$ cat src/rtl/cb64_pkg.sv
// Shared types, constants and the base64 alphabet for the chunked base64 encoder.
`default_nettype none

package cb64_pkg;

    localparam int unsigned CHUNK_W = 13;
    localparam int unsigned CHAR_W  = 7;

    localparam logic [CHUNK_W-1:0] CHUNK_RESET = 13'd384;
    localparam logic [CHAR_W-1:0]  PAD_CHAR    = 7'd61;
    localparam logic [CHAR_W-1:0]  LINE_FEED   = 7'd10;

    // Slot index within one encoding job: four group characters, then the line feed.
    localparam logic [2:0] SLOT_LAST_CHAR = 3'd3;
    localparam logic [2:0] SLOT_LF        = 3'd4;

    // One encoding job handed from the front to the back.
    typedef struct packed {
        logic [23:0] group;    // oldest byte in the high bits
        logic [2:0]  nvalid;   // characters taken from the group (2, 3 or 4)
        logic        with_lf;  // a line feed follows the four characters
        logic        pend;     // the line feed closes the payload
    } job_t;

    function automatic logic [CHAR_W-1:0] b64_char(input logic [5:0] idx);
        logic [CHAR_W-1:0] ch;
        logic [CHAR_W-1:0] idx7;
        idx7 = {1'b0, idx};
        if (idx < 6'd26)
            ch = 7'd65 + idx7;
        else if (idx < 6'd52)
            ch = 7'd97 + idx7 - 7'd26;
        else if (idx < 6'd62)
            ch = 7'd48 + idx7 - 7'd52;
        else if (idx == 6'd62)
            ch = 7'd43;
        else
            ch = 7'd47;
        return ch;
    endfunction

endpackage

`default_nettype wire

$ cat src/rtl/cb64_front.sv
// Front end: takes bytes, tracks group and chunk fill, and issues encoding jobs.
`default_nettype none

module cb64_front
    import cb64_pkg::*;
(
    input  wire logic               clk,
    input  wire logic               rst_n,
    input  wire logic               cfg_wr,
    input  wire logic [CHUNK_W-1:0] cfg_data,
    input  wire logic               accept,
    input  wire logic [7:0]         data_byte,
    input  wire logic               last_byte,
    output logic                    job_valid,
    output job_t                    job
);

    logic [CHUNK_W-1:0] chunk_bytes_reg;
    logic [CHUNK_W-1:0] chunk_fill_reg;
    logic [CHUNK_W-1:0] chunk_fill_next;
    logic [15:0]        pending_reg;
    logic [15:0]        pending_next;
    logic [1:0]         group_fill_reg;
    logic [1:0]         group_fill_next;

    logic [CHUNK_W-1:0] limit;
    logic [CHUNK_W-1:0] fill_inc;
    logic [15:0]        shifted;
    logic               group_full;
    logic               chunk_done;

    always_comb
    begin
        limit      = (chunk_bytes_reg == '0) ? CHUNK_W'(1) : chunk_bytes_reg;
        fill_inc   = chunk_fill_reg + CHUNK_W'(1);
        chunk_done = last_byte || (fill_inc >= limit);
        group_full = (group_fill_reg == 2'd2);
        shifted    = {pending_reg[7:0], data_byte};

        job.pend    = last_byte;
        job.with_lf = chunk_done;
        if (group_full)
        begin
            job.group  = {pending_reg, data_byte};
            job.nvalid = 3'd4;
        end
        else if (group_fill_reg == 2'd1)
        begin
            // Second byte of a group: only a chunk end turns it into a padded group.
            job.group  = {shifted, 8'd0};
            job.nvalid = 3'd3;
        end
        else
        begin
            job.group  = {data_byte, 16'd0};
            job.nvalid = 3'd2;
        end
        job_valid = accept && (group_full || chunk_done);

        chunk_fill_next = chunk_fill_reg;
        pending_next    = pending_reg;
        group_fill_next = group_fill_reg;
        if (accept)
        begin
            if (chunk_done)
            begin
                chunk_fill_next = '0;
                pending_next    = '0;
                group_fill_next = 2'd0;
            end
            else
            begin
                chunk_fill_next = fill_inc;
                if (group_full)
                begin
                    pending_next    = '0;
                    group_fill_next = 2'd0;
                end
                else
                begin
                    pending_next    = shifted;
                    group_fill_next = group_fill_reg + 2'd1;
                end
            end
        end
    end

    always_ff @(posedge clk or negedge rst_n)
    begin
        if (!rst_n)
        begin
            chunk_bytes_reg <= CHUNK_RESET;
            chunk_fill_reg  <= '0;
            pending_reg     <= '0;
            group_fill_reg  <= 2'd0;
        end
        else
        begin
            if (cfg_wr)
                chunk_bytes_reg <= cfg_data;
            chunk_fill_reg <= chunk_fill_next;
            pending_reg    <= pending_next;
            group_fill_reg <= group_fill_next;
        end
    end

endmodule

`default_nettype wire

$ cat src/rtl/cb64_queue.sv
// Short job queue between the front end and the character sequencer.
`default_nettype none

module cb64_queue
    import cb64_pkg::*;
#(
    parameter int unsigned DEPTH = 4
)
(
    input  wire logic clk,
    input  wire logic rst_n,
    input  wire logic wr_en,
    input  wire job_t wr_job,
    output logic      full,
    input  wire logic rd_en,
    output logic      nonempty,
    output job_t      rd_job
);

    localparam int unsigned PTR_W = (DEPTH > 1) ? $clog2(DEPTH) : 1;
    localparam int unsigned CNT_W = $clog2(DEPTH + 1);
    localparam logic [PTR_W-1:0] PTR_LAST = PTR_W'(DEPTH - 1);
    localparam logic [CNT_W-1:0] CNT_FULL = CNT_W'(DEPTH);

    job_t             entries [DEPTH];
    logic [PTR_W-1:0] wr_ptr_reg;
    logic [PTR_W-1:0] rd_ptr_reg;
    logic [CNT_W-1:0] count_reg;
    logic             do_wr;
    logic             do_rd;

    always_comb
    begin
        full     = (count_reg == CNT_FULL);
        nonempty = (count_reg != '0);
        do_wr    = wr_en && !full;
        do_rd    = rd_en && nonempty;
        rd_job   = entries[rd_ptr_reg];
    end

    always_ff @(posedge clk)
    begin
        if (do_wr)
            entries[wr_ptr_reg] <= wr_job;
    end

    always_ff @(posedge clk or negedge rst_n)
    begin
        if (!rst_n)
        begin
            wr_ptr_reg <= '0;
            rd_ptr_reg <= '0;
            count_reg  <= '0;
        end
        else
        begin
            if (do_wr)
                wr_ptr_reg <= (wr_ptr_reg == PTR_LAST) ? '0 : wr_ptr_reg + PTR_W'(1);
            if (do_rd)
                rd_ptr_reg <= (rd_ptr_reg == PTR_LAST) ? '0 : rd_ptr_reg + PTR_W'(1);
            if (do_wr && !do_rd)
                count_reg <= count_reg + CNT_W'(1);
            else if (do_rd && !do_wr)
                count_reg <= count_reg - CNT_W'(1);
        end
    end

endmodule

`default_nettype wire

$ cat src/rtl/cb64_back.sv
// Back end: walks each job, one character per cycle, while the output register is empty or popped.
`default_nettype none

module cb64_back
    import cb64_pkg::*;
(
    input  wire logic              clk,
    input  wire logic              rst_n,
    input  wire logic              job_ready,
    input  wire job_t              job_in,
    output logic                   job_take,
    input  wire logic              pop,
    output logic                   empty,
    output logic [CHAR_W-1:0]      out_char,
    output logic                   run_end,
    output logic                   payload_end
);

    job_t              job_reg;
    logic              busy_reg;
    logic              busy_next;
    logic [2:0]        slot_reg;
    logic [2:0]        slot_next;
    logic              out_valid_reg;
    logic              out_valid_next;
    logic [CHAR_W-1:0] char_reg;
    logic              run_end_reg;
    logic              pend_reg;

    logic              advance;
    logic              slot_last;
    logic [5:0]        sextet;
    logic [CHAR_W-1:0] char_now;

    always_comb
    begin
        advance   = busy_reg && (!out_valid_reg || pop);
        slot_last = job_reg.with_lf ? (slot_reg == SLOT_LF) : (slot_reg == SLOT_LAST_CHAR);
        case (slot_reg[1:0])
            2'd0:    sextet = job_reg.group[23:18];
            2'd1:    sextet = job_reg.group[17:12];
            2'd2:    sextet = job_reg.group[11:6];
            default: sextet = job_reg.group[5:0];
        endcase
        if (slot_reg == SLOT_LF)
            char_now = LINE_FEED;
        else if (slot_reg < job_reg.nvalid)
            char_now = b64_char(sextet);
        else
            char_now = PAD_CHAR;

        // A new job loads when the sequencer is free or emits its final character now.
        job_take = job_ready && (!busy_reg || (advance && slot_last));

        busy_next = busy_reg;
        slot_next = slot_reg;
        if (job_take)
        begin
            busy_next = 1'b1;
            slot_next = 3'd0;
        end
        else if (advance)
        begin
            if (slot_last)
                busy_next = 1'b0;
            slot_next = slot_reg + 3'd1;
        end

        out_valid_next = out_valid_reg;
        if (advance)
            out_valid_next = 1'b1;
        else if (pop)
            out_valid_next = 1'b0;
    end

    always_ff @(posedge clk or negedge rst_n)
    begin
        if (!rst_n)
        begin
            busy_reg      <= 1'b0;
            slot_reg      <= 3'd0;
            out_valid_reg <= 1'b0;
        end
        else
        begin
            busy_reg      <= busy_next;
            slot_reg      <= slot_next;
            out_valid_reg <= out_valid_next;
        end
    end

    always_ff @(posedge clk)
    begin
        if (job_take)
            job_reg <= job_in;
        if (advance)
        begin
            char_reg    <= char_now;
            run_end_reg <= slot_last;
            pend_reg    <= (slot_reg == SLOT_LF) && job_reg.pend;
        end
    end

    assign empty       = !out_valid_reg;
    assign out_char    = char_reg;
    assign run_end     = run_end_reg;
    assign payload_end = pend_reg;

endmodule

`default_nettype wire

$ cat src/rtl/chunked_base64_encoder.sv
// Top level of the chunked base64 encoder.
`default_nettype none

// Bytes enter through push/full and base64 text leaves one character per
// item through empty/pop. A byte is taken in any cycle in which the job
// queue has room, so bytes that only add to a group go at one per cycle.
// A byte that closes a group gives four characters, and one that closes a
// chunk or the payload gives four characters and a line feed; the character
// sequencer drives one character per cycle while its output is empty or
// popped. With the sequencer idle, a job is written to the queue, loaded
// into the sequencer and its first character registered for output.
// The user must write the chunk size register through chunk_bytes_wr only
// while the block is idle; the block itself does not enforce this. A value
// of zero behaves as one byte per chunk.

module chunked_base64_encoder
    import cb64_pkg::*;
#(
    parameter int unsigned QUEUE_DEPTH = 4
)
(
    input  wire logic               clk,
    input  wire logic               rst_n,
    input  wire logic               chunk_bytes_wr,
    input  wire logic [CHUNK_W-1:0] chunk_bytes,
    input  wire logic               push,
    output logic                    full,
    input  wire logic [7:0]         data_byte,
    input  wire logic               last_byte,
    input  wire logic               pop,
    output logic                    empty,
    output logic [CHAR_W-1:0]       out_char,
    output logic                    run_end,
    output logic                    payload_end
);

    logic accept;
    logic job_valid;
    job_t job_front;
    logic job_ready;
    job_t job_back;
    logic job_take;

    assign accept = push && !full;

    cb64_front u_front (
        .clk       (clk),
        .rst_n     (rst_n),
        .cfg_wr    (chunk_bytes_wr),
        .cfg_data  (chunk_bytes),
        .accept    (accept),
        .data_byte (data_byte),
        .last_byte (last_byte),
        .job_valid (job_valid),
        .job       (job_front)
    );

    cb64_queue #(
        .DEPTH (QUEUE_DEPTH)
    ) u_queue (
        .clk      (clk),
        .rst_n    (rst_n),
        .wr_en    (job_valid),
        .wr_job   (job_front),
        .full     (full),
        .rd_en    (job_take),
        .nonempty (job_ready),
        .rd_job   (job_back)
    );

    cb64_back u_back (
        .clk         (clk),
        .rst_n       (rst_n),
        .job_ready   (job_ready),
        .job_in      (job_back),
        .job_take    (job_take),
        .pop         (pop),
        .empty       (empty),
        .out_char    (out_char),
        .run_end     (run_end),
        .payload_end (payload_end)
    );

endmodule

`default_nettype wire
$ cat config.mk
export PLATFORM = sky130hd
export DESIGN_NAME = chunked_base64_encoder
export DESIGN_NICKNAME = d
export VERILOG_FILES = /design/src/rtl/cb64_pkg.sv /design/src/rtl/cb64_front.sv /design/src/rtl/cb64_queue.sv /design/src/rtl/cb64_back.sv /design/src/rtl/chunked_base64_encoder.sv
export SDC_FILE = /design/constraint.sdc
export NUM_CORES = 1
export LEC_CHECK = 0
export BUFFER_PORTS_ARGS = -buffer_cell sky130_fd_sc_hd__buf_2
export CELL_PAD_IN_SITES_DETAIL_PLACEMENT = 1
export CELL_PAD_IN_SITES_GLOBAL_PLACEMENT = 1
export CORE_MARGIN = 3
export CORE_UTILIZATION = 45
export CTS_CLUSTER_SIZE = 8
export DETAILED_ROUTE_END_ITERATION = 10
export PLACE_DENSITY = 0.79
export SYNTH_ARGS = -nofsm -noshare
export SYNTH_HDL_FRONTEND = slang
export SYNTH_SLANG_ARGS = --single-unit
$ cat constraint.sdc
create_clock -name clk -period 3.98 [get_ports clk]
set_input_delay 0.995 -clock clk [delete_from_list [all_inputs] [get_ports clk]]
set_output_delay 0.995 -clock clk [all_outputs]
set_load 0.005 [all_outputs]
==> run summary <==
status: completed
# DRC: 0
sw frac: 0.325
Int Pwr: 5.55 mW
Core Box Area: 0.0204 mm²
Post-Layout Inst Area: 0.0108 mm²
TritonCTS clock tree: done
clock share of power: 0.282
Core Util, Final: 0.529
final std cells w/o fill: 987
Hold Path Class: reg -> reg
grt peak-use layer: met2
I/O pin total: 38
cell area after placement: 0.00989 mm²
Worst Setup Start Kind: flop
share of layout cells above drive strength 1: 0.192
H-tree depth reported by CTS: 1
first-pass GRT wire length: 33.5 mm
Crit path required time: 4.39 ns
clk slew on worst S/H paths: 0.05 ns
Synth Instances: 637
count leader, synth: edfxtp_1
total grt overflow: 0
Mapped Nets: 698
Lkg Pwr: 4.15 nW
Port-buffer cells: 37
Synth Cell Area: 0.00938 mm²
vias per cell: 5.60
Worst setup startpoint: u_front.chunk_fill_reg[6]
Pwr Density: 763 mW/mm²
crit-path max cell delay: 0.42 ns
Achievable Freq: 267 MHz
Max stage delay cell, worst path: dfrtp_1
Starting Density: 0.461
Async SR Flop Fraction: 0.267
Hold Violations, Final: 0
Critical Path, Cell by Cell: and4_1 -> nand4_1 -> nor2_2 -> and3_1 -> xor2_1 -> ha_1 -> nand2_1 -> nor2_1 -> a2111oi_2 -> o21ai_2 -> o21a_1 -> ha_1 -> inv_1 -> fa_1 -> mux2_2
RSZ-0062 raised after global routing: false
number of global-route vias before repair: 6170
starting DRC count in detailed routing: 329
main flop type after synthesis: edfxtp_1
placed wire-length estimate: 13.9 mm
Critical Path Fanout Max: 7
met1 Use GR: 0.252
Seq/Total Area, Yosys: 0.643
met3 layer usage reported by global route: 0.0256
Yosys top cell by area: edfxtp_1
syn_area_per_cell: 14.7 µm²
min Tclk post-route: 3.74 ns
Worst-Skew Late Latency: 0.54 ns
CTS Sinks: 210
max reg flops: 116
actual slew at the worst max-slew pin: 1.04 ns
Yosys reg bits: 210
top post-synthesis cells by area: edfxtp_1 (49%), dfrtp_1 (14%), mux4_2 (7.0%)
Post-synth top cells: edfxtp_1 (154), dfrtp_1 (54), nand2_1 (45)
Seq pwr share: 0.407
fin crit share: 0.940
P_sw: 2.67 mW
routed vias: 5531
die area: 0.0226 mm²
Root Driver: clkbuf_16
TritonRoute pass-1 iters: 5
Total Routed Length: 21.0 mm
Critical Path Sink: u_queue.count_reg[1]
Hold Buf Count CTS: 0
met2 usage: 0.332
R2R depth: 15
Longest Clk Path Bufs: 3
Yosys top cell area share: 0.493
Final Setup Violations: 0
drt wl/cell: 21.3 µm
Worst R2R Start: u_front.chunk_fill_reg[6]
Inserted Clock Buffers: 30
number of routed nets with antenna violations: 0
Die Y: 150 µm
critical path endpoint category: flop
Area Growth Syn to Fin: 14.9%
Max-cap violations: 0
Final GP Congestion: 0.822
Setup Skew: 0.0164 ns
largest net degree at the start of global routing: 37
RR Endpoint: u_queue.count_reg[1]
r2r setup slk: 0.24 ns
Worst Setup Path Type: reg -> reg
gr usage total: 0.192
Worst EP arrival: 4.16 ns
antenna cells: 0
worst vdd ir: 369 µV
nets: 755
initial antenna violation count: 0
CP dominant cell by count: ha_1
max_slew headroom: 0.307
placed cell count: 931
Final Max Slew Viols: 0
Row Count: 52
Die X: 150 µm
Distinct cells, synth: 63
Yosys warnings: 0
EDFF count, synth: 154
Comb pwr share: 0.311
[worst max-delay path: cells and delay by family (launching register included)]
kind	cells	cell delay [ns]
AND/OR/NAND/NOR	6	0.99
adder cells (fa/ha/maj)	3	0.97
AO/OA/AOI/OAI	3	0.69
flip-flops	1	0.42
multiplexers	1	0.28
XOR/XNOR	1	0.20
buffers and inverters	1	0.08
[power groups by stage]
stage	Combinational [mW]	Clock, mW	Sequential, mW
after CTS	2.59	2.37	3.36
after global placement	2.42	0	3.34
after detailed placement	2.56	0	3.39
after global routing	2.83	2.46	3.41
after floorplan	1.97	0	3.19
final	2.56	2.32	3.35
[stage by stage]
stage          setup TNS [ns]  hold WS [ns]  total power, mW  setup slack (ns)
5_1_grt                     0         0.507             8.70            0.0370
2_1_floorplan               0         0.448             5.16             0.428
4_1_cts                     0         0.489             8.31            0.0664
3_3_place_gp                0         0.465             5.76             0.316
6_report                    0         0.480             8.23             0.238
3_5_place_dp          -0.0312         0.479             5.95           -0.0312
[cell usage in the layout, fill, tap and decap left out, drive strengths merged, types with 8 or more instances in the layout]
master and count:
edfxtp 154, dfrtp 54, clkbuf 54, buf 53, nand2 46, inv 33
ha 33, o21ai 30, mux4 29, a22o 29, a21oi 24, nor2b 20
nor2 18, and2 15, mux2i 12, a211oi 11, xnor2 9, xor2 9
nand3 8
[how the worst min path moves through the flow]
stage	depth (start not counted)	from	endpoint
4_1_cts	1	u_back.busy_reg	u_back.out_valid_reg
3_5_place_dp	1	u_back.busy_reg	u_back.out_valid_reg
3_3_place_gp	1	u_back.busy_reg	u_back.out_valid_reg
2_1_floorplan	1	u_back.busy_reg	u_back.out_valid_reg
5_1_grt	1	u_back.busy_reg	u_back.out_valid_reg
6_report	1	u_back.busy_reg	u_back.out_valid_reg
[repair_timing]
action	4_1_cts	5_1_grt
buffers inserted	1	0
pin swaps	2	1
setup endpoints to repair	1	2
resized for setup	3	1
[cell families after synthesis]
kind of cell / after synthesis / share of synthesized area
AND/OR/NAND/NOR: 138 / 0.0763
adder cells (fa/ha/maj): 34 / 0.0461
XOR/XNOR: 18 / 0.0168
multiplexers: 48 / 0.0908
flip-flops: 210 / 0.643
AO/OA/AOI/OAI: 128 / 0.100
buffers and inverters: 61 / 0.0271
[layer usage]
layer  vias up  wire length, µm
li1       2535                -
met1      2830             8850
met2       139            10900
met3        27              946
met4         0              400
met5         -                0
[area by class of cell]
cell class,instances,area [µm²]
fillers,1960,9590
well taps,270,338
clock inverters,1,8.76
flip-flops and latches,210,6030
repair buffers,53,305
inverters,33,124
multi-input cells,366,3110
clock buffers,54,862
No activity file was read; power rests on OpenSTA's default activity.
